[src/rtl/edd_queue.sv]
module edd_queue #(
   parameter int WIDTH = 8,
   parameter int DEPTH = 4
) (
   input  logic                       clock,
   input  logic                       reset,
   input  logic                       push,
   input  logic [WIDTH-1:0]           push_data,
   input  logic                       pop,
   output logic [WIDTH-1:0]           head_data,
   output logic                       empty,
   output logic                       full,
   output logic [$clog2(DEPTH+1)-1:0] count
);

   localparam int PTR_W = $clog2(DEPTH);
   localparam int CNT_W = $clog2(DEPTH + 1);

   logic [WIDTH-1:0] data_ff [DEPTH];
   logic [PTR_W-1:0] wr_ptr_ff, wr_ptr_in;
   logic [PTR_W-1:0] rd_ptr_ff, rd_ptr_in;
   logic [CNT_W-1:0] count_ff, count_in;
   logic             do_push;
   logic             do_pop;

   // status
   assign empty     = (count_ff == '0);
   assign full      = (count_ff == CNT_W'(DEPTH));
   assign count     = count_ff;
   assign head_data = data_ff[rd_ptr_ff];
   assign do_push   = push && !full;
   assign do_pop    = pop && !empty;

   // pointer and fill level
   always_comb begin
      wr_ptr_in = wr_ptr_ff;
      rd_ptr_in = rd_ptr_ff;
      count_in  = count_ff;
      if (do_push) begin
         wr_ptr_in = (wr_ptr_ff == PTR_W'(DEPTH - 1)) ? '0 : wr_ptr_ff + 1'b1;
      end
      if (do_pop) begin
         rd_ptr_in = (rd_ptr_ff == PTR_W'(DEPTH - 1)) ? '0 : rd_ptr_ff + 1'b1;
      end
      if (do_push && !do_pop) begin
         count_in = count_ff + 1'b1;
      end else if (!do_push && do_pop) begin
         count_in = count_ff - 1'b1;
      end
   end

   always_ff @(posedge clock) begin
      if (reset) begin
         wr_ptr_ff <= '0;
         rd_ptr_ff <= '0;
         count_ff  <= '0;
      end else begin
         wr_ptr_ff <= wr_ptr_in;
         rd_ptr_ff <= rd_ptr_in;
         count_ff  <= count_in;
      end
   end

   // storage
   always_ff @(posedge clock) begin
      if (do_push) begin
         data_ff[wr_ptr_ff] <= push_data;
      end
   end

endmodule

[config.mk]
export PLATFORM = sky130hd
export DESIGN_NAME = edd_queue
export DESIGN_NICKNAME = d
export VERILOG_FILES = /design/src/rtl/edd_queue.sv
export SDC_FILE = /design/constraint.sdc
export NUM_CORES = 1
export LEC_CHECK = 0
export BUFFER_PORTS_ARGS = -buffer_cell sky130_fd_sc_hd__buf_2
export CAP_MARGIN = 0
export CORE_ASPECT_RATIO = 1.4
export CORE_UTILIZATION = 45
export DETAILED_ROUTE_END_ITERATION = 10
export PLACE_DENSITY = 0.69
export SLEW_MARGIN = 25
export SYNTH_ARGS = -nofsm -noshare
export SYNTH_HDL_FRONTEND = slang
export SYNTH_SLANG_ARGS = --single-unit
[constraint.sdc]
create_clock -name clock -period 4.8 [get_ports clock]
set_clock_uncertainty 0.1 [all_clocks]
set_input_delay 0.24 -clock clock [delete_from_list [all_inputs] [get_ports clock]]
set_output_delay 0.24 -clock clock [all_outputs]
set_load 0.005 [all_outputs]
==> run metrics <==
Max Fclk 398 MHz; layout cells sized above 1 40.0%; ANT nets after route 0; Final Routed Wirelength ~2600 um; Sink Count 41; area post-placement between 1500 and 2000 sq um; Syn Inst Count 92; crit path max fanout 7; most frequent cells in the layout edfxtp_1 (32), buf_2 (24), dfxtp_1 (9), mux4_2 (8); # resized after CTS 0; relative slew slack approximately 63%; fin crit share between 50 and 60%; minimum clock period 2510 ps; clk slew on worst S/H paths around 70 ps; row cnt 25; clock buffer depth 2; Stages on worst setup path 9; Worst-Margin Slew 560 ps; Pleak 0.717 nW; Worst R2R Path Depth 9; crit path capture count[2]; post-synth top area share roughly 58%; global-route wire length before repair between 4000 and 5000 um; Buffers on Ports 24; reg-to-reg endpoint count[2]; final setup fails 0; Worst-Skew Late Latency just under 300 ps; synth warn 0; Synth Register Bits 41; Final Slew Violations 0; Hold Path Class primary input to flip-flop; vias in the first global route 859; setup TNS 0 ps; pin count of the biggest net entering global routing 13; initial core utilization a little under half; TritonCTS clock tree done; Final GP Congestion roughly 0.64; full die area between 3000 and 4000 sq um; Num CTS Buffers 5; Synth area leaders edfxtp_1 (58%), dfxtp_1 (11%), mux4_2 (11%), ha_1 (4.6%), and3_2 (1.8%); worst-path cell chain or3b_1 -> clkinv_4 -> nor2_2 -> ha_1 -> inv_1 -> fa_1 -> xor2_1 -> or3_2 -> a21oi_1; Yosys top cell by area edfxtp_1; slowest CP cell dfxtp_1; Arrival @ worst endpoint 2630 ps; Die Ht around 74 um; Syn Area/Cell between 15 and 20 sq um; Fin. Hold Viols 0; status finished clean; Clock Tree Root clkbuf_8; final instance area around 1900 sq um; total power about 0.95 mW; initial drt markers 6; postcts setup bufs 0; reg-to-reg slack, setup ~2300 ps; Buf/Inv on CP 2; CP Capture Type flip-flop; Area Overhead vs Synth 15.7%; total global routing track utilization ~16%; initial antenna violation count 0; Core Util, Final about 55%; MaxCap Viol Count 0; 1st-pass router iterations 4; GRT overflow 0; most common cell after layout, fill and taps aside edfxtp_1; via count roughly 850; reg-to-reg startpoint count[0]; Crit path max-delay family simple AND/OR/NAND/NOR gates; syn_nets 111; fillers 288; DP Wirelength 1840 um; Worst Path Required 4920 ps; Mapped Area approximately 1600 sq um; RSZ-0062 raised after global routing no; post-synthesis sequential area ratio a little under 70%; post-route DRC violation count 0; ant diodes 0; CP startpoint count[0]; CORE AREA about 3400 sq um; CP Class flip-flop to flip-flop; Post-CTS Hold Fix Bufs 0; critical path launch point type flip-flop; Pwr per Cell Area between 400 and 500 nW/um^2; htree depth 2; die extent in x 53.1 um; # IOs 25; detail-routed via count per cell 5.33; count of cell types in the netlist 26; fin nets ~140; worst hold slack 64.0 ps; CP max stage delay between 400 and 500 ps; Routed WL per cell around 16 um; Peak supply drop 262 uV
-- layer usage --
metal	part of all wire [%]	track usage, %	up-vias
met4	2.5	8.77	0
met2	53	28.3	22
met5	0	0	-
li1	-	-	408
met3	5.8	5.59	7
met1	39	16.7	416
-- sequential cells by signal, indices dropped and copies added, names as in the netlist, named ones only --
signal / flops
count: 3
data_ff: 32
rd_ptr_ff: 2
wr_ptr_ff: 2
-- synthesized netlist by cell type (all sizes together) --
| master | n |
|---|---|
| edfxtp | 32 |
| fa | 1 |
| a21oi | 3 |
| nand2 | 1 |
| xor2 | 2 |
| mux4 | 8 |
| o21ai | 2 |
| dfxtp | 9 |
| and3 | 4 |
| clkinv | 1 |
| nor3 | 2 |
| or3b | 1 |
| buf | 3 |
| nor2 | 4 |
| ha | 6 |
| o31ai | 2 |
| or3 | 2 |
| clkbuf | 1 |
| inv | 4 |
| nand3 | 2 |
| mux2i | 2 |
-- cells by family (layout without fill, tap and decap cells) --
kind of cell | Yosys count | count (layout) | synth area share [%]
xor gates and xnor gates | 2 | 2 | 1.06
muxes | 10 | 10 | 12.2
and+or+nand+nor | 16 | 16 | 5.70
buffers and inverters | 9 | 37 | 2.89
DFF | 41 | 41 | 69.4
AOI/OAI and AO/OA | 7 | 7 | 3.04
adders and majority gates | 7 | 7 | 5.78
-- how the worst min path moves through the flow --
stage	startpoint	end	slack, ps	cells past startpoint
after floorplan	push_data[0]	data_ff[0][0]	240	0
after global placement	push_data[6]	data_ff[2][6]	350	1
after detailed placement	push_data[6]	data_ff[0][6]	360	1
after CTS	push_data[6]	data_ff[1][6]	50	1
after global routing	push_data[6]	data_ff[1][6]	50	1
final	push_data[6]	data_ff[1][6]	60	1
-- per-stage QoR --
stage	setup WS, ps	cells
after floorplan	2490	92
after global placement	2400	152
after detailed placement	2270	152
after CTS	2260	160
after global routing	2120	160
final	2290	160
-- cell type report --
type | count | area (sq um) | share of cell area [%]
Multi-Input combinational cell | 42 | 457 | 24.0
Tap cell | 40 | 50.0 | 2.63
Inverter | 5 | 23.8 | 1.25
Sequential cell | 41 | 1140 | 60.0
Clock buffer | 8 | 111 | 5.85
Timing Repair Buffer | 24 | 120 | 6.31
-- power by group --
| group | switching (mW) | internal [mW] |
|---|---|---|
| Sequential | 0.0459 | 0.433 |
| Combinational | 0.0942 | 0.118 |
| Clock | 0.109 | 0.148 |
(Power assumes the default switching activity.)
