===== config.mk =====
export PLATFORM = sky130hd
export DESIGN_NAME = edd_back
export DESIGN_NICKNAME = d
export VERILOG_FILES = /design/src/rtl/edd_pkg.sv /design/src/rtl/edd_back.sv
export SDC_FILE = /design/constraint.sdc
export NUM_CORES = 2
export LEC_CHECK = 0
export BUFFER_PORTS_ARGS = -buffer_cell sky130_fd_sc_hd__buf_2
export CAP_MARGIN = 20
export CORE_ASPECT_RATIO = 1.25
export CORE_MARGIN = 2
export CORE_UTILIZATION = 55
export CTS_BUF_LIST = sky130_fd_sc_hd__clkbuf_16
export CTS_CLUSTER_SIZE = 24
export DETAILED_ROUTE_END_ITERATION = 6
export GPL_TIMING_DRIVEN = 0
export PLACE_DENSITY = 0.71
export SLEW_MARGIN = 20
export SYNTH_ARGS = -nofsm -noshare
export SYNTH_HDL_FRONTEND = slang
export SYNTH_SLANG_ARGS = --single-unit

===== constraint.sdc =====
create_clock -name clock -period 33.9 [get_ports clock]
set_input_delay 1.695 -clock clock [delete_from_list [all_inputs] [get_ports clock]]
set_output_delay 1.695 -clock clock [all_outputs]
set_load 0.01 [all_outputs]

===== src/rtl/edd_pkg.sv =====
package edd_pkg;

   // configuration register
   localparam int LINE_WIDTH_W = 9;
   localparam logic [LINE_WIDTH_W-1:0] LINE_WIDTH_RESET = 9'd256;

   // luma weights, 16 fraction bits
   localparam int PROD_R_W = 23;
   localparam int PROD_G_W = 24;
   localparam int PROD_B_W = 21;
   localparam int LUMA_SUM_W = 24;
   localparam logic [PROD_R_W-1:0] LUMA_R = 23'd19595;
   localparam logic [PROD_G_W-1:0] LUMA_G = 24'd38470;
   localparam logic [PROD_B_W-1:0] LUMA_B = 21'd7471;

   // error fraction bits
   localparam int FRAC_BITS = 4;

   // position of a pixel in its row and which shares stay inside the row
   typedef struct packed {
      logic row_start;
      logic row_last;
      logic zero_read;
      logic keep_left;
      logic keep_down;
      logic keep_right;
   } edd_class_type;

   // item handed from the front to the back
   typedef struct packed {
      edd_class_type        cls;
      logic [PROD_R_W-1:0] prod_r;
      logic [PROD_G_W-1:0] prod_g;
      logic [PROD_B_W-1:0] prod_b;
   } edd_pixel_type;

   // result item
   typedef struct packed {
      logic [7:0] gray_level;
      logic       dither_bit;
      logic [7:0] corrected_level;
   } edd_result_type;

endpackage


===== src/rtl/edd_back.sv =====
module edd_back #(
   parameter int MAX_WIDTH  = 256,
   parameter int ERROR_BITS = 14,
   parameter int OUT_DEPTH  = 4,
   parameter int OCNT_W     = 3,
   parameter int COL_W      = 8
) (
   input  logic                    clock,
   input  logic                    reset,
   input  logic                    mid_empty,
   input  logic [COL_W-1:0]        head_col,
   input  edd_pkg::edd_pixel_type  head_pix,
   output logic                    mid_pop,
   input  logic [OCNT_W-1:0]       out_count,
   output logic                    out_push,
   output edd_pkg::edd_result_type out_data
);

   localparam int EW = ERROR_BITS;
   localparam int SW = ERROR_BITS + 3;
   localparam logic signed [SW-1:0] ERR_HI    = SW'((1 <<< (EW - 1)) - 1);
   localparam logic signed [SW-1:0] ERR_LO    = SW'(-(1 <<< (EW - 1)));
   localparam logic signed [SW-1:0] THRESHOLD = SW'(127);
   localparam logic signed [SW-1:0] WHITE     = SW'(255);
   localparam logic signed [SW-1:0] ONE_S     = SW'(1);
   localparam logic signed [SW-1:0] ZERO_S    = '0;

   // error line buffer: entry c holds the row above's share for column c
   logic signed [EW-1:0] err_mem [MAX_WIDTH];
   logic signed [EW-1:0] rd_ff;

   logic                   b1_v_ff, b1_v_in;
   logic [COL_W-1:0]       b1_col_ff, b1_col_in;
   edd_pkg::edd_class_type b1_cls_ff, b1_cls_in;
   logic [7:0]             b1_gray_ff, b1_gray_in;
   logic                   byp_v_ff, byp_v_in;
   logic signed [EW-1:0]   byp_val_ff, byp_val_in;
   logic signed [EW-1:0]   e_ff, e_in;
   logic signed [EW-1:0]   acc_a_ff, acc_a_in;
   logic signed [EW-1:0]   acc_b_ff, acc_b_in;
   logic                   pend_v_ff, pend_v_in;
   logic [COL_W-1:0]       pend_col_ff, pend_col_in;
   logic signed [EW-1:0]   pend_val_ff, pend_val_in;

   logic [edd_pkg::LUMA_SUM_W-1:0] luma;
   logic                 credit;
   logic signed [EW-1:0] prev_e;
   logic signed [SW-1:0] e_prev_s;
   logic signed [SW-1:0] right_add;
   logic signed [EW-1:0] cur_e;
   logic signed [SW-1:0] gray16;
   logic signed [SW-1:0] sum_v;
   logic signed [SW-1:0] corr;
   logic signed [SW-1:0] qerr;
   logic signed [SW-1:0] share3;
   logic signed [SW-1:0] share5;
   logic signed [EW-1:0] a_eff;
   logic signed [EW-1:0] left_val;
   logic signed [EW-1:0] down_val;
   logic                 white_px;
   logic [7:0]           level;
   logic                 pend_new;
   logic                 wr_en;
   logic [COL_W-1:0]     wr_addr;
   logic signed [EW-1:0] wr_data;

   function automatic logic signed [EW-1:0] sat_err(input logic signed [SW-1:0] v);
      logic signed [EW-1:0] r;
      if (v > ERR_HI) begin
         r = EW'(ERR_HI);
      end else if (v < ERR_LO) begin
         r = EW'(ERR_LO);
      end else begin
         r = EW'(v);
      end
      return r;
   endfunction

   // take an item only when the result queue has room for everything in flight
   always_comb begin
      credit  = ({1'b0, out_count} + (OCNT_W + 1)'(b1_v_ff)) < (OCNT_W + 1)'(OUT_DEPTH);
      mid_pop = !mid_empty && credit;
      luma    = edd_pkg::LUMA_SUM_W'(head_pix.prod_r) + edd_pkg::LUMA_SUM_W'(head_pix.prod_g)
              + edd_pkg::LUMA_SUM_W'(head_pix.prod_b);
      b1_v_in    = mid_pop;
      b1_col_in  = head_col;
      b1_cls_in  = head_pix.cls;
      b1_gray_in = luma[edd_pkg::LUMA_SUM_W-1:edd_pkg::LUMA_SUM_W-8];
   end

   // quantise one pixel and spread its error
   always_comb begin
      prev_e    = b1_cls_ff.zero_read ? '0 : (byp_v_ff ? byp_val_ff : rd_ff);
      e_prev_s  = SW'(e_ff);
      right_add = b1_cls_ff.row_start ? '0 : (e_prev_s <<< 3) - e_prev_s;
      cur_e     = sat_err(SW'(prev_e) + right_add);
      gray16    = {{(SW - 12){1'b0}}, b1_gray_ff, 4'b0000};
      sum_v     = gray16 + SW'(cur_e);
      corr      = (sum_v >>> edd_pkg::FRAC_BITS)
                + ((sum_v[SW-1] && (sum_v[3:0] != 4'b0000)) ? ONE_S : ZERO_S);
      white_px  = (corr > THRESHOLD);
      qerr      = white_px ? corr - WHITE : corr;
      share3    = (qerr <<< 1) + qerr;
      share5    = (qerr <<< 2) + qerr;

      if (corr > WHITE) begin
         level = 8'hFF;
      end else if (corr[SW-1]) begin
         level = 8'h00;
      end else begin
         level = corr[7:0];
      end

      a_eff    = b1_cls_ff.row_start ? '0 : acc_a_ff;
      left_val = sat_err(SW'(acc_b_ff) + (b1_cls_ff.keep_left ? share3 : '0));
      down_val = sat_err(SW'(a_eff) + (b1_cls_ff.keep_down ? share5 : '0));

      e_in     = b1_v_ff ? EW'(qerr) : e_ff;
      acc_a_in = b1_v_ff ? (b1_cls_ff.keep_right ? EW'(qerr) : '0) : acc_a_ff;
      acc_b_in = b1_v_ff ? down_val : acc_b_ff;

      out_push                 = b1_v_ff;
      out_data.gray_level      = b1_gray_ff;
      out_data.dither_bit      = white_px;
      out_data.corrected_level = level;
   end

   // line buffer write: finished column to the left, or the last column from the pending register
   always_comb begin
      pend_new    = b1_v_ff && b1_cls_ff.row_last;
      pend_v_in   = pend_new;
      pend_col_in = pend_new ? b1_col_ff : pend_col_ff;
      pend_val_in = pend_new ? down_val : pend_val_ff;
      if (b1_v_ff && !b1_cls_ff.row_start) begin
         wr_en   = 1'b1;
         wr_addr = b1_col_ff - 1'b1;
         wr_data = left_val;
      end else begin
         wr_en   = pend_v_ff;
         wr_addr = pend_col_ff;
         wr_data = pend_val_ff;
      end
   end

   // forward values that reach the buffer in the same cycle as the read
   always_comb begin
      byp_v_in   = 1'b0;
      byp_val_in = wr_data;
      if (pend_new && (b1_col_ff == head_col)) begin
         byp_v_in   = 1'b1;
         byp_val_in = down_val;
      end else if (wr_en && (wr_addr == head_col)) begin
         byp_v_in   = 1'b1;
         byp_val_in = wr_data;
      end
   end

   always_ff @(posedge clock) begin
      if (reset) begin
         b1_v_ff   <= 1'b0;
         pend_v_ff <= 1'b0;
      end else begin
         b1_v_ff   <= b1_v_in;
         pend_v_ff <= pend_v_in;
      end
   end

   always_ff @(posedge clock) begin
      b1_col_ff   <= b1_col_in;
      b1_cls_ff   <= b1_cls_in;
      b1_gray_ff  <= b1_gray_in;
      byp_v_ff    <= byp_v_in;
      byp_val_ff  <= byp_val_in;
      e_ff        <= e_in;
      acc_a_ff    <= acc_a_in;
      acc_b_ff    <= acc_b_in;
      pend_col_ff <= pend_col_in;
      pend_val_ff <= pend_val_in;
   end

   // line buffer memory
   always_ff @(posedge clock) begin
      if (wr_en) begin
         err_mem[wr_addr] <= wr_data;
      end
      rd_ff <= err_mem[head_col];
   end

endmodule


==> reports/qor.txt <==
number of synthesized flops with an enable pin: 3646
Syn Area/Cell: 22.56 sq um
# IOs: 107
Vias/cell: 6.591
DR vias: 72517
commonest non-fill, non-tap cell in the layout: edfxtp_1
critical path launch point type: flip-flop
outcome: finished with violations
row count: 212
Post-CTS Setup Repair Bufs: 0
Die Y: 582.4 um
max cap viols: 0
core area: 266600 sq um
share of synthesized registers carrying an async set or reset: 0%
final core utilization: 63.28%
top cell type's share of synthesized area: 74.37%
Clock Skew: 0.03945 ns
Power per Cell Area: 108.9 nW/um^2
layout cells sized above 1: 32.05%
VDD IR max: 251.8 uV
Final ANT Viol Nets: 0
crit path max-delay cell type: nor2_2
Max Slew Vio Count: 0
wire length per cell: 35.65 um
deepest clock path buffer count: 4
number of hold buffers added after CTS: 0
Crit Path Category: flip-flop to flip-flop
drt drc: 2
Hold Path Class: flip-flop to flip-flop
Top FF cell, synth: edfxtp_1
gate count of the mapped netlist: 6526
largest net degree at the start of global routing: 37
CTS clk-pin slew, worst paths: 0.06 ns
detailed router's first-iteration violation count: 9627
Worst Path Max Fanout: 24
area growth from synthesis to layout: 14.59%
fraction of the yosys area taken by sequential cells: 75.09%
critical path required time: 34.51 ns
Clock Sinks: 3699
RSZ-0062 raised after global routing: no
top cell type by total area after synthesis: edfxtp_1
grt ovf: 0
Least-Margin Pin Slew: 1.230 ns
CTS HTree Levels: 5
post-DP HPWL: 272300 um
GPL Wtd Cong: 0.9109
max incr delay on CP: 0.86 ns
# setup viols final: 0
die area: 271800 sq um
most frequent cells in the layout: edfxtp_1, mux4_2, clkbuf_16, nor2_2, clkbuf_1
first-pass GRT wire length: 549900 um
crit path DAT: 17.39 ns
TritonCTS buffer count: 346
post-layout min period: 16.78 ns
Tcrit/Tclk final: 49.49%
I/O Buffers: 106
Routed WL: 392200 um
Final Hold Vio Count: 0
Die W: 466.7 um
mapped cell area: 147200 sq um
CP endpoint kind: flip-flop
Max-slew headroom: 17.82%
violated checks: design-rule violations
Power Total: 18.37 mW
syn_nets: 6750
post-CTS sizing: 0
Setup TNS: 0 ns
main area contributors after synthesis: edfxtp_1, mux4_2, ha_1
final net count: 7394
Clk Latency, worst-skew pair: 0.91 ns
synth warn: 0
fmax: 59.60 MHz
vias in the first global route: 73368
number of synthesized register bits: 3699
Crit path top cell by count: a21o_1
Cell variety after synth: 96
Leak: 53.17 nW
initial antenna violation count: 27
CTS root buf: clkbuf_16
initial core utilization: 55.22%
first drt pass iteration count: 7
CTS tree: built
Global Route Usage Sum: 28.97%
## critical path: cells and delay by family, from the launching register on
kind,cells,cell delay (ns)
simple gates,16,3.69
flops,1,0.41
fa+ha+maj,8,2.12
buf+inv,9,1.82
compound gates,30,7.22
mux,2,0.54
xor+xnor,1,0.59
## synthesized netlist by cell type, types with 5 or more instances
master / n
buf_1: 95
a211oi_1: 11
inv_1: 67
dfxtp_1: 53
o21ai_0: 44
a211o_1: 5
edfxtp_1: 3646
o211ai_1: 13
xnor2_1: 82
nand2b_1: 7
or3_1: 6
fa_1: 24
o21bai_1: 30
nand2_1: 95
o22ai_1: 9
nor3_1: 26
a21oi_1: 78
o21a_1: 10
a21o_1: 41
xor2_1: 27
nand3_1: 25
and3_1: 12
or2_2: 5
mux2i_1: 18
ha_1: 112
nor2b_1: 29
a31oi_1: 11
nor3b_1: 6
clkbuf_1: 227
mux4_2: 1190
and2_1: 31
nand4_1: 7
mux2_2: 14
nor2_1: 366
## cells by family after synthesis
| family | after synthesis | share of synthesized area (%) |
|---|---|---|
| flip-flops | 3699 | 75.09 |
| multiplexers | 1223 | 18.44 |
| AND/OR/NAND/NOR | 647 | 1.997 |
| buffers and inverters | 397 | 1.021 |
| AO/OA/AOI/OAI | 310 | 1.466 |
| adder cells (fa/ha/maj) | 138 | 1.292 |
| XOR/XNOR | 112 | 0.6893 |
## sequential cells by signal, indices dropped and copies added (netlist names)
signal	flops
b1_gray_ff	8
byp_val_ff	14
rd_ff	14
acc_a_ff	13
pend_v_ff	1
acc_b_ff	14
byp_v_ff	1
e_ff	13
b1_col_ff	8
pend_col_ff	8
pend_val_ff	14
err_mem	3584
out_push	1
b1_cls_ff	6
## layout make-up
type / count / area (sq um)
Sequential cell: 3699 / 110500
Fill cell: 17063 / 97890
Multi-Input combinational cell: 2430 / 35980
Clock buffer: 356 / 8909
Timing Repair Buffer: 296 / 5077
Tap cell: 3531 / 4418
Clock inverter: 270 / 2092
Buffer: 328 / 1348
Inverter: 69 / 259.0
Antenna cell: 24 / 60.06
## report_power, final
group / switching (mW) / leakage (nW) / internal [mW]
sequential: 0.0239 / 33.2 / 6.49
combinational: 5.05 / 14.4 / 2.98
clock: 1.69 / 5.61 / 2.14
## per-stage QoR
step	instances	hold WS (ns)	worst slack, ns	instance area [sq um]
finish	11003	0.4563	17.12	168700
global route	10982	0.4915	16.04	168600
CTS	10975	0.4683	17.39	168600
detailed placement	10349	0.4490	17.48	157600
global placement	10163	0.4426	-4.955	152200
floorplan	6526	0.4286	10.10	147200
## worst paths after layout
kind / start / depth (start not counted) / endpoint / slack (ns)
worst max-delay path: e_ff[0]$_DFFE_PP_ / 66 / err_mem[117][5]$_DFFE_PP_ / 17.12
worst min-delay path: b1_col_ff[0]$_DFF_P_ / 0 / pend_col_ff[0]$_DFFE_PP_ / 0.46
worst max register to register: e_ff[0]$_DFFE_PP_ / 66 / err_mem[117][5]$_DFFE_PP_ / 17.12
worst min register to register: b1_col_ff[0]$_DFF_P_ / 0 / pend_col_ff[0]$_DFFE_PP_ / 0.46
## routing by layer
metal	global-route usage [%]	wire length [um]
met4	16.23	26350
met2	47.29	194300
met3	5.525	36040
met5	0	132
met1	36.82	135400
(Power assumes the default switching activity.)
