`config.mk`:
```
export PLATFORM = sky130hd
export DESIGN_NAME = edd_front
export DESIGN_NICKNAME = d
export VERILOG_FILES = /design/src/rtl/edd_pkg.sv /design/src/rtl/edd_front.sv
export SDC_FILE = /design/constraint.sdc
export NUM_CORES = 1
export LEC_CHECK = 0
export ABC_AREA = 1
export BUFFER_PORTS_ARGS = -buffer_cell sky130_fd_sc_hd__buf_2
export CAP_MARGIN = 20
export CORE_MARGIN = 1
export CORE_UTILIZATION = 44
export DETAILED_ROUTE_END_ITERATION = 8
export GPL_TIMING_DRIVEN = 0
export PLACE_DENSITY = 0.74
export SLEW_MARGIN = 20
export SYNTH_ARGS = -nofsm -noshare
export SYNTH_HDL_FRONTEND = slang
export SYNTH_SLANG_ARGS = --single-unit
```
`constraint.sdc`:
```
create_clock -name clock -period 4.7 [get_ports clock]
set_input_delay 0.235 -clock clock [delete_from_list [all_inputs] [get_ports clock]]
set_output_delay 0.235 -clock clock [all_outputs]
set_load 0.005 [all_outputs]
```
`src/rtl/edd_pkg.sv`:
```
package edd_pkg;

   // configuration register
   localparam int LINE_WIDTH_W = 9;
   localparam logic [LINE_WIDTH_W-1:0] LINE_WIDTH_RESET = 9'd256;

   // luma weights, 16 fraction bits
   localparam int PROD_R_W = 23;
   localparam int PROD_G_W = 24;
   localparam int PROD_B_W = 21;
   localparam int LUMA_SUM_W = 24;
   localparam logic [PROD_R_W-1:0] LUMA_R = 23'd19595;
   localparam logic [PROD_G_W-1:0] LUMA_G = 24'd38470;
   localparam logic [PROD_B_W-1:0] LUMA_B = 21'd7471;

   // error fraction bits
   localparam int FRAC_BITS = 4;

   // position of a pixel in its row and which shares stay inside the row
   typedef struct packed {
      logic row_start;
      logic row_last;
      logic zero_read;
      logic keep_left;
      logic keep_down;
      logic keep_right;
   } edd_class_type;

   // item handed from the front to the back
   typedef struct packed {
      edd_class_type        cls;
      logic [PROD_R_W-1:0] prod_r;
      logic [PROD_G_W-1:0] prod_g;
      logic [PROD_B_W-1:0] prod_b;
   } edd_pixel_type;

   // result item
   typedef struct packed {
      logic [7:0] gray_level;
      logic       dither_bit;
      logic [7:0] corrected_level;
   } edd_result_type;

endpackage

```
`src/rtl/edd_front.sv`:
```
module edd_front #(
   parameter int MAX_WIDTH = 256,
   parameter int COL_W     = 8,
   parameter int CNT_W     = 9
) (
   input  logic                              clock,
   input  logic                              reset,
   input  logic                              accept,
   input  logic [7:0]                        red,
   input  logic [7:0]                        green,
   input  logic [7:0]                        blue,
   input  logic                              frame_start,
   input  logic [edd_pkg::LINE_WIDTH_W-1:0]  line_width,
   output logic [COL_W-1:0]                  col,
   output edd_pkg::edd_pixel_type            pix
);

   logic [COL_W-1:0] col_ff, col_in;
   logic [CNT_W-1:0] prev_cnt_ff, prev_cnt_in;
   logic [CNT_W-1:0] prev_cnt;
   logic [CNT_W-1:0] w_eff;
   logic [CNT_W-1:0] col_x;
   logic [CNT_W-1:0] col_nx;

   // effective row width, clamped to 1..MAX_WIDTH
   always_comb begin
      if (line_width == '0) begin
         w_eff = CNT_W'(1);
      end else if (32'(line_width) > 32'(MAX_WIDTH)) begin
         w_eff = CNT_W'(MAX_WIDTH);
      end else begin
         w_eff = CNT_W'(line_width);
      end
   end

   // column of this pixel and the edge checks for its shares
   always_comb begin
      col      = frame_start ? '0 : col_ff;
      prev_cnt = frame_start ? '0 : prev_cnt_ff;
      col_x    = CNT_W'(col);
      col_nx   = col_x + CNT_W'(1);

      pix.cls.row_start  = (col == '0);
      pix.cls.row_last   = (col_nx >= w_eff);
      pix.cls.keep_right = (col_nx < w_eff);
      pix.cls.keep_down  = (col_x < w_eff);
      pix.cls.keep_left  = (col != '0) && (col_x <= w_eff);
      pix.cls.zero_read  = (col_x >= prev_cnt);

      pix.prod_r = edd_pkg::PROD_R_W'(red) * edd_pkg::LUMA_R;
      pix.prod_g = edd_pkg::PROD_G_W'(green) * edd_pkg::LUMA_G;
      pix.prod_b = edd_pkg::PROD_B_W'(blue) * edd_pkg::LUMA_B;
   end

   // column counter and length of the row above
   always_comb begin
      col_in      = col_ff;
      prev_cnt_in = prev_cnt_ff;
      if (accept) begin
         if (pix.cls.row_last) begin
            col_in      = '0;
            prev_cnt_in = col_nx;
         end else begin
            col_in      = COL_W'(col_nx);
            prev_cnt_in = prev_cnt;
         end
      end
   end

   always_ff @(posedge clock) begin
      if (reset) begin
         col_ff      <= '0;
         prev_cnt_ff <= '0;
      end else begin
         col_ff      <= col_in;
         prev_cnt_ff <= prev_cnt_in;
      end
   end

endmodule

```
==> key figures, run 1 <==
Outcome
  – Status: completed

Clock tree
  – CTS tree: built
  – Post-CTS Repair Setup Buffers: 0
  – Post-CTS sizing: 0
  – CTS Buf Count: 3
  – Worst-path clk slew: 0.05 ns
  – CTS Hold Buffers Added: 0
  – Skew-Pair Late Insertion Delay: 0.25 ns
  – Clk buf depth: 2
  – Total clock sinks: 17
  – H-tree depth: 1
  – Clock root cell: clkbuf_16

STA
  – Final WS setup: 0.394 ns
  – Crit share post-route: between 90% and 100%
  – Final-report setup violation count: 0
  – Min Clock Period, post-route: 4.31 ns
  – Setup TNS: 0 ns
  – FMAX: 232 MHz
  – RSZ-0062 raised after global routing: false
  – Clock Skew: 0.00332 ns
  – Hold Vio Cnt, Final: 0
  – Slew Limit Fails: 0
  – Hold WS: 0.273 ns

Synthesis
  – Yosys top cell by area: ha_1
  – Synth Flop Type: dfxtp_1
  – Post-synth top area share: 32.6%
  – Library cells used by synthesis: 53
  – Area contributors post-synth: ha_1 (33%), fa_1 (16%), nand2_1 (11%)
  – Post-Synthesis Cells: 1073
  – Synth Cell Area: between 7000 and 8000 sq um
  – Synth Warn #: 0
  – Post-synth EDFFs: 0
  – Mapped Avg Cell Area: approximately 7.3 sq um
  – Ys async rst share: 0%
  – Part of the Yosys area used for sequential elements: under 10%
  – Yosys reg bits: 17
  – Syn nets: 1377

Route
  – 1st-iter DRT viols: 373
  – Routed WL: around 19000 um
  – Vias: 7176
  – Vias per std cell: 5.06
  – Post-route ant nets: 0
  – DRC viols: 0
  – WL/cell: 13.3 um
  – DR pass1 iterations: 5

Critical path
  – Worst setup EP type: output port
  – Worst Path Required: 4.47 ns
  – Worst Setup Start Kind: input port
  – R2r worst-path depth: 18
  – Reg2reg setup slack: 1.70 ns
  – Worst Path Arrival: 4.07 ns
  – Crit-path cells: buf_2 -> fa_1 -> fa_1 -> fa_1 -> inv_1 -> fa_1 -> inv_1 -> ha_1 -> a21oi_1 -> o21ai_0 -> a21oi_1 -> nand2_1 -> nand2_1 -> nand2_1 -> nand2_1 -> nand2_1 -> buf_2
  – Crit path max fanout: 6
  – Max stage delay cell, worst path: fa_1
  – Most Frequent Cell on Critical Path: nand2_1
  – Reg2reg start: col_ff[1]
  – Slowest stage delay, CP: 0.58 ns
  – RR Endpoint: prev_cnt_ff[5]
  – Setup CP Type: input port to output port

Floorplan
  – Row count: 48
  – Die ar.: 18400 sq um
  – Width of the die: 136 um
  – # IOs: 119
  – Initial Util: 45.4%
  – Die height: about 140 um
  – Area of the core: 17400 sq um

Place
  – Pre-CTS setup slack: 0.416 ns
  – DP HPWL: 16700 um
  – DP Area: 8730 sq um
  – Port bufs: 116
  – Placer Congestion: 0.920

Power and ir drop
  – Combinational share of power: 89.3%
  – Sw Share: 54.6%
  – Clock power frac: 5.7%
  – Switch Pwr: roughly 1.7 mW
  – Leak Pwr: 5.26 nW
  – Cell area power density: 348 nW/um^2
  – P_int: ~1.4 mW
  – VDD IR max: 0.258 mV
  – Sequential share of power: 5.0%

Layout
  – Ant diodes: 0
  – Final instance area: 8810 sq um
  – Layout net count: 1498
  – Share of layout cells above drive strength 1: a little over an eighth
  – Area grow syn2layout: 12.0%

Min path
  – Hold EP: prev_cnt_ff[2]
  – Hold path startpoint: accept
  – Hold path cells: 4
  – Hold crit path type: input port to flip-flop

GRT
  – Total GRT Usage: 20.9%
  – Pin count of the biggest net entering global routing: 11
  – First-pass GRT wire length: roughly 32000 um
  – Number of global-route vias before repair: 7099
  – Global route total overflow: 0
  – Initial antenna violation count: 0

Run
  – Max_cap viols: 0
## critical path, delay by kind of cell
family / cells / cell delay (ns)
fa+ha+maj: 5 / 2.55
compound gates: 3 / 0.53
buf+inv: 4 / 0.37
simple gates: 5 / 0.35
## cells in the final DEF, fill, tap and decap left out, types with 16 or more instances in the layout
cell / instances
fa_1: 62
nand4_1: 20
buf_2: 117
nand3_1: 44
inv_1: 211
ha_1: 205
nor2_1: 61
a21oi_1: 71
dfxtp_1: 17
xor2_1: 34
nand2_1: 230
o21ai_0: 16
## sequential cells by signal (all words and copies together), names as in the netlist
register     flops
col_ff           8
prev_cnt_ff      9
## power by group through the flow
| stage | registers [mW] | clock network (mW) | logic, mW |
|---|---|---|---|
| after CTS | 0.152 | 0.176 | 2.75 |
| after detailed placement | 0.155 | 0 | 2.72 |
| final | 0.152 | 0.175 | 2.74 |
| after global placement | 0.155 | 0 | 2.68 |
| after floorplan | 0.155 | 0 | 1.83 |
| after global routing | 0.153 | 0.181 | 3.11 |
## cell type report
| cell class | count | area, sq um |
|---|---|---|
| flip-flops and latches | 17 | 340 |
| well taps | 225 | 282 |
| plain buffers | 12 | 83.8 |
| clock buffers | 3 | 75.1 |
| clock inverters | 1 | 5.00 |
| repair buffers | 116 | 581 |
| fillers | 1701 | 8540 |
| inverters | 219 | 822 |
| multi-input cells | 825 | 6630 |
## worst max path at each step
stage | from | to | slack (ns) | depth (start not counted)
CTS | blue[5] | pix[20] | 0.40 | 17
floorplan | blue[5] | pix[20] | 1.03 | 15
finish | blue[5] | pix[20] | 0.39 | 17
detailed placement | blue[5] | pix[20] | 0.42 | 17
global route | blue[5] | pix[20] | 0.08 | 17
global placement | blue[5] | pix[20] | 0.42 | 17
## Yosys cell counts, drive strengths merged, types with 3 or more instances
master	count
nand2	238
inv	218
ha	205
a21oi	74
nor2	65
fa	62
nand3	47
xor2	34
nand4	21
o21ai	21
dfxtp	17
nor3	11
o21bai	10
buf	8
a21o	5
xnor2	5
clkbuf	4
nand3b	4
a31oi	3
nor4	3
o21a	3
or2	3
## metal layers
metal  part of all wire (%)  GRT usage (%)  up-vias
met5                      0              0        -
met4                    1.2           3.93        0
met3                    4.0           1.27       28
met2                     48           36.6      177
met1                     47           28.1     3267
li1                       -              -     3704
## logic make-up (layout without fill, tap and decap cells)
kind of cell	count (synthesis)	in the layout	synth area share, %
AOI/OAI and AO/OA	121	121	8.79
xor gates and xnor gates	39	39	4.34
adders and majority gates	267	267	48.4
buffers and inverters	231	351	11.5
DFF	17	17	4.32
other	1	1	0.0476
and+or+nand+nor	397	397	22.6
## through the flow
stage                     util (%)  cells  total power, mW
after floorplan                  -   1073             1.98
after global placement        50.3   1414             2.83
after detailed placement      50.3   1414             2.88
after CTS                     50.8   1418             3.08
after global routing          50.8   1418             3.45
final                         50.8   1418             3.06
(Power assumes the default switching activity.)
==> run 2: changes to the inputs <==
--- a/config.mk
+++ b/config.mk
@@ -5,14 +5,13 @@
 export SDC_FILE = /design/constraint.sdc
 export NUM_CORES = 1
 export LEC_CHECK = 0
-export ABC_AREA = 1
 export BUFFER_PORTS_ARGS = -buffer_cell sky130_fd_sc_hd__buf_2
 export CAP_MARGIN = 20
 export CORE_MARGIN = 1
 export CORE_UTILIZATION = 44
 export DETAILED_ROUTE_END_ITERATION = 8
 export GPL_TIMING_DRIVEN = 0
-export PLACE_DENSITY = 0.74
+export PLACE_DENSITY = 0.75
 export SLEW_MARGIN = 20
 export SYNTH_ARGS = -nofsm -noshare
 export SYNTH_HDL_FRONTEND = slang
==> key figures, run 2 <==
Synthesis
  – Library cells used by synthesis: 61
  – Synth Flop Type: dfxtp_1
  – Synth Warn #: 0
  – Synth Cell Area: 7150 sq um
  – Simple-Gate Fraction of Synth Area: 10.8%
  – Ys async rst share: 0%
  – Top-count cell post-synth: ha_1
  – Compound-Gate Fraction of Synth Area: 16.2%
  – Post-synth top cells: ha_1 (205), inv_1 (135), fa_1 (62), a21oi_1 (45)
  – Yosys top cell by area: ha_1
  – Post-synth EDFFs: 0
  – Post-Synthesis Cells: just over 800
  – Largest family of logic cells by synthesized area: adder cells
  – Yosys reg bits: 17
  – Part of the Yosys area used for sequential elements: under 10%
  – XOR/XNOR share of the synthesized area: 6.86%
  – Post-synth top area share: between 30 and 40%
  – Mapped Avg Cell Area: 8.88 sq um
  – Multiplexer area fraction after synthesis: 0.140%
  – Syn nets: 1109
  – Area contributors post-synth: ha_1 (36%), fa_1 (17%), inv_1 (7.1%)
  – Adder-Cell Fraction of Synth Area: 53.3%

STA
  – Final-report setup violation count: 0
  – Final WS setup: 0.166 ns
  – Min Clock Period, post-route: 4.53 ns
  – Clock Skew: 0.00449 ns
  – Crit share post-route: a little over nine tenths
  – FMAX: 221 MHz
  – RSZ-0062 raised after global routing: false
  – Hold WS: 0.468 ns
  – Slew Limit Fails: 0
  – Worst Tran Pin Value: around 0.68 ns
  – Hold Vio Cnt, Final: 0
  – Max_slew headroom: 54.6%

Layout
  – Max reg flops: 9
  – Ant diodes: 0
  – Commonest non-fill, non-tap cell in the layout: ha_1
  – Fin cells: 1147
  – Share of layout cells above drive strength 1: between 10% and 20%
  – FILL cells: 1500
  – Biggest register: prev_cnt_ff
  – Area grow syn2layout: 14.7%
  – Commonest non-fill, non-tap cells in the layout: ha_1 (203), inv_1 (134), buf_2 (116)
  – Top Registers: prev_cnt_ff: 9 flops, col_ff: 8 flops
  – Layout net count: 1236

Clock tree
  – CTS tree: built
  – CTS Hold Buffers Added: 0
  – Skew-Pair Late Insertion Delay: 0.25 ns
  – Total clock sinks: 17
  – Clk buf depth: 2
  – CTS Buf Count: 3
  – H-tree depth: 1
  – Clock root cell: clkbuf_16
  – Worst-path clk slew: roughly 0.05 ns

Place
  – Port bufs: 116
  – Placed Cells: 1137
  – DP HPWL: 13500 um
  – Placer Congestion: 0.843
  – Pre-CTS setup slack: -0.183 ns

Min path
  – Hold crit path type: flip-flop to flip-flop

Critical path
  – Worst setup EP type: output port
  – Slowest stage delay, CP: 0.59 ns
  – Most Frequent Cell on Critical Path: fa_1
  – Worst Path Arrival: about 4.3 ns
  – Setup CP Type: input port to output port
  – Worst Setup Start Kind: input port
  – Worst path bufs/invs: 6
  – Worst Path Required: between 4 and 5 ns
  – Cell class contributing the biggest share of worst-path delay: adder cells
  – Crit path max fanout: 6
  – Max stage delay cell, worst path: fa_1
  – Crit-path cells: clkbuf_4 -> fa_1 -> buf_4 -> inv_1 -> fa_1 -> inv_1 -> fa_1 -> fa_1 -> ha_2 -> o21a_1 -> buf_4 -> o211ai_1 -> a21o_1 -> a31oi_4 -> o41ai_4 -> xnor2_1 -> buf_2

GRT
  – Pin count of the biggest net entering global routing: 11
  – Number of global-route vias before repair: 5677
  – Total GRT Usage: 18.5%
  – First-pass GRT wire length: between 20000 and 30000 um
  – Initial antenna violation count: 0
  – Global route total overflow: 0

Floorplan
  – Width of the die: 129 um
  – Initial Util: 45.0%
  – # IOs: 119
  – Row count: 46
  – Die ar.: 16800 sq um
  – Die height: 129 um
  – Area of the core: approximately 16000 sq um

Power and ir drop
  – Total power: between 3 and 4 mW
  – Cell area power density: 373 nW/um^2
  – VDD IR max: 0.261 mV
  – Leak Pwr: 4.52 nW

Route
  – Vias: 5972
  – DR pass1 iterations: 4
  – Post-route ant nets: 0
  – DRC viols: 0
  – Routed WL: roughly 15000 um
  – Vias per std cell: 5.21
  – 1st-iter DRT viols: roughly 170
  – WL/cell: 13.4 um

Outcome
  – Status: completed

Run
  – Max_cap viols: 0
[run 2: cell types whose count changed after synthesis, moves of 8 or more]
cell | previous run | this run
o211ai_1 | 0 | 9
nand4_1 | 20 | 7
a21o_1 | 5 | 25
a22o_1 | 0 | 9
nand2b_1 | 0 | 12
nand2_1 | 230 | 38
xnor2_1 | 5 | 38
xor2_1 | 34 | 18
a21oi_1 | 71 | 45
nor2b_1 | 1 | 9
inv_1 | 211 | 135
o21a_1 | 3 | 11
nand3_1 | 44 | 22
nor2_1 | 61 | 37
[run 2: what timing repair did]
item | 4_1_cts | 5_1_grt
gates cloned | 0 | 0
buffers inserted | 3 | 3
pin swaps | 4 | 14
setup endpoints to repair | 4 | 5
resized for setup | 4 | 9
[run 2: final cells by class]
type	instances	area, sq um	share of cell area (%)
timing repair buffer	122	628	7.66
tap	216	270	3.30
multi-input combinational	641	6310	77.0
buffer	11	57.6	0.702
clock buffer	4	78.8	0.962
sequential	17	340	4.15
inverter	136	510	6.23
[run 2: logic make-up after synthesis]
| family | Yosys count |
|---|---|
| other | 1 |
| AOI/OAI and AO/OA | 161 |
| muxes | 1 |
| xor gates and xnor gates | 56 |
| DFF | 17 |
| and+or+nand+nor | 155 |
| adders and majority gates | 267 |
| buffers and inverters | 147 |
[run 2: layer usage]
| metal | share of wire (%) | up-vias | GRT usage, % |
|---|---|---|---|
| met5 | 0 | - | 0 |
| met4 | 0.27 | 0 | 1.98 |
| met3 | 3.2 | 4 | 1.24 |
| met2 | 48 | 125 | 33.8 |
| met1 | 48 | 2797 | 24.7 |
| li1 | - | 3046 | - |
[run 2: power breakdown]
part / switching [mW] / internal [mW]
combinational: 1.45 / 1.29
sequential: 0.00153 / 0.146
clock: 0.0574 / 0.115
[run 2: path summary, 6_finish.rpt]
check	start	end	slack [ns]	cells after the start
max	blue[5]	pix[17]	0.17	17
min	prev_cnt_ff[0]	prev_cnt_ff[0]	0.47	1
max reg2reg	col_ff[0]	prev_cnt_ff[2]	1.24	13
min reg2reg	prev_cnt_ff[0]	prev_cnt_ff[0]	0.47	1
[run 2: through the flow]
stage               cell area (sq um)  utilization (%)  setup TNS, ns
CTS                              8130             51.2              0
detailed placement               8000             50.3         -0.254
floorplan                        7150                -              0
global placement                 8000             50.3         -0.207
global route                     8200             51.6              0
finish                           8200             51.6              0
==> run 3: changes to the inputs <==
--- a/config.mk
+++ b/config.mk
@@ -12,6 +12,7 @@
 export DETAILED_ROUTE_END_ITERATION = 8
 export GPL_TIMING_DRIVEN = 0
 export PLACE_DENSITY = 0.75
+export REMOVE_ABC_BUFFERS = 1
 export SLEW_MARGIN = 20
 export SYNTH_ARGS = -nofsm -noshare
 export SYNTH_HDL_FRONTEND = slang
==> key figures, run 3 (same netlist as run 2, synthesis figures left out) <==
Layout
  – Fin cells: 1135
  – Ant diodes: 0
  – Share of layout cells above drive strength 1: 16.1%
  – Util after Layout: between 50 and 60%
  – Commonest non-fill, non-tap cell in the layout: ha_1
  – Final instance area: 8120 sq um
  – Max reg flops: 9
  – Layout net count: 1224
  – Commonest non-fill, non-tap cells in the layout: ha_1 (202), inv_1 (134), buf_2 (114)
  – Biggest register: prev_cnt_ff
  – Top Registers: prev_cnt_ff: 9 flops, col_ff: 8 flops
  – Area grow syn2layout: 13.6%

STA
  – Slew Limit Fails: 0
  – RSZ-0062 raised after global routing: false
  – Worst Tran Pin Value: 0.570 ns
  – Final WS setup: 0.244 ns
  – Setup TNS: 0 ns
  – Crit share post-route: 94.8%
  – Max_slew headroom: 61.8%
  – FMAX: 224 MHz
  – Hold WS: slightly above 0.3 ns
  – Clock Skew: ~0.0024 ns
  – Hold Vio Cnt, Final: 0
  – Min Clock Period, post-route: approximately 4.5 ns
  – Final-report setup violation count: 0

Power and ir drop
  – Clock power frac: under 10%
  – P_int: 1.53 mW
  – Total power: 3.00 mW
  – Sequential share of power: 4.9%
  – VDD IR max: 0.351 mV
  – Cell area power density: between 300 and 400 nW/um^2
  – Sw Share: 49.0%
  – Combinational share of power: 89.4%
  – Switch Pwr: ~1.5 mW
  – Leak Pwr: 4.48 nW

Critical path
  – Worst path bufs/invs: 4
  – Max stage delay cell, worst path: fa_2
  – Worst Path Arrival: between 4 and 5 ns
  – Reg2reg setup slack: 1.55 ns
  – Worst Path Required: 4.47 ns
  – Slowest stage delay, CP: 0.60 ns
  – Crit path max fanout: 6
  – Cell class contributing the biggest share of worst-path delay: adder cells
  – Worst Setup Start Kind: input port
  – Worst setup EP type: output port
  – Crit-path cells: buf_4 -> fa_2 -> fa_1 -> fa_1 -> inv_1 -> fa_1 -> inv_1 -> ha_4 -> a2111oi_4 -> o21ai_2 -> a2111oi_4 -> o31ai_1 -> a21oi_1 -> xnor2_1 -> buf_2
  – Reg2reg start: col_ff[0]
  – RR Endpoint: prev_cnt_ff[4]
  – Setup CP Type: input port to output port
  – Most Frequent Cell on Critical Path: fa_1
  – R2r worst-path depth: 13

GRT
  – Initial antenna violation count: 0
  – Number of global-route vias before repair: 5822
  – Pin count of the biggest net entering global routing: 19
  – Total GRT Usage: 19.1%
  – First-pass GRT wire length: 26600 um
  – Global route total overflow: 0

Floorplan
  – Initial Util: 45.0%
  – Row count: between 40 and 50
  – Die height: 129 um
  – Die ar.: 16800 sq um
  – # IOs: ~120
  – Area of the core: about 16000 sq um
  – Width of the die: 129 um

Place
  – Pre-CTS setup slack: -0.217 ns
  – Placer Congestion: 0.874
  – Port bufs: between 100 and 150
  – DP HPWL: 13700 um
  – Placed Cells: 1127
  – DP Area: 7950 sq um

Route
  – WL met2: 7570 um
  – WL/cell: 13.7 um
  – Vias: about 6000
  – Routed WL: 15600 um
  – Highest metal used: met4
  – DR pass1 iterations: 4
  – Wire length on met3: 538 um
  – Met1 WL: 7350 um
  – Post-route ant nets: 0
  – DRC viols: 0
  – Vias per std cell: 5.26
  – 1st-iter DRT viols: 207

Clock tree
  – Worst-path clk slew: around 0.050 ns
  – H-tree depth: 1
  – CTS Hold Buffers Added: 0
  – Clock root cell: clkbuf_16
  – Clk buf depth: 2
  – Skew-Pair Late Insertion Delay: 0.25 ns
  – CTS Buf Count: 3
  – Total clock sinks: 17
  – CTS tree: built

Min path
  – Hold crit path type: input port to flip-flop
  – Hold EP: col_ff[4]
  – Hold path cells: 2
  – Hold path startpoint: reset

Outcome
  – Status: completed

Run
  – Max_cap viols: 0
-- run 3: changes by cell type in the layout (fill, tap and decap cells not counted), sizes merged --
cell / delta
buf: -7
clkbuf: -5
-- run 3: worst max-delay path by stage --
stage          cells past startpoint    start  slack [ns]       to
5_1_grt                           15  blue[7]        0.03  pix[16]
4_1_cts                           15  blue[5]       0.008  pix[16]
2_1_floorplan                     13  blue[5]        0.41  pix[16]
3_5_place_dp                      15  blue[5]       -0.22  pix[16]
6_report                          15  blue[7]        0.24  pix[16]
3_3_place_gp                      15  blue[5]       -0.16  pix[16]
-- run 3: final cells by class --
cell class                      instances  area (sq um)
Inverter                              136           510
Tap cell                              216           270
Clock buffer                            4          78.8
Multi-Input combinational cell        641          6290
Fill cell                            1535          7770
Sequential cell                        17           340
Timing Repair Buffer                  121           623
-- run 3: power groups by stage --
| stage | registers [mW] | clock network [mW] | logic, mW |
|---|---|---|---|
| CTS | 0.147 | 0.173 | 2.66 |
| global placement | 0.150 | 0 | 2.54 |
| finish | 0.147 | 0.172 | 2.68 |
| detailed placement | 0.150 | 0 | 2.59 |
| floorplan | 0.149 | 0 | 1.77 |
| global route | 0.147 | 0.178 | 3.06 |
-- run 3: what timing repair did --
action | 4_1_cts | 5_1_grt
resized for setup | 6 | 9
endpoints found under the setup margin | 4 | 5
pin swaps | 7 | 13
setup buffers | 3 | 1
-- run 3: metal layers --
layer / up-vias / GRT usage, %
met5: - / 0
met4: 0 / 3.08
met3: 15 / 0.950
met2: 122 / 33.4
met1: 2817 / 26.4
li1: 3019 / -
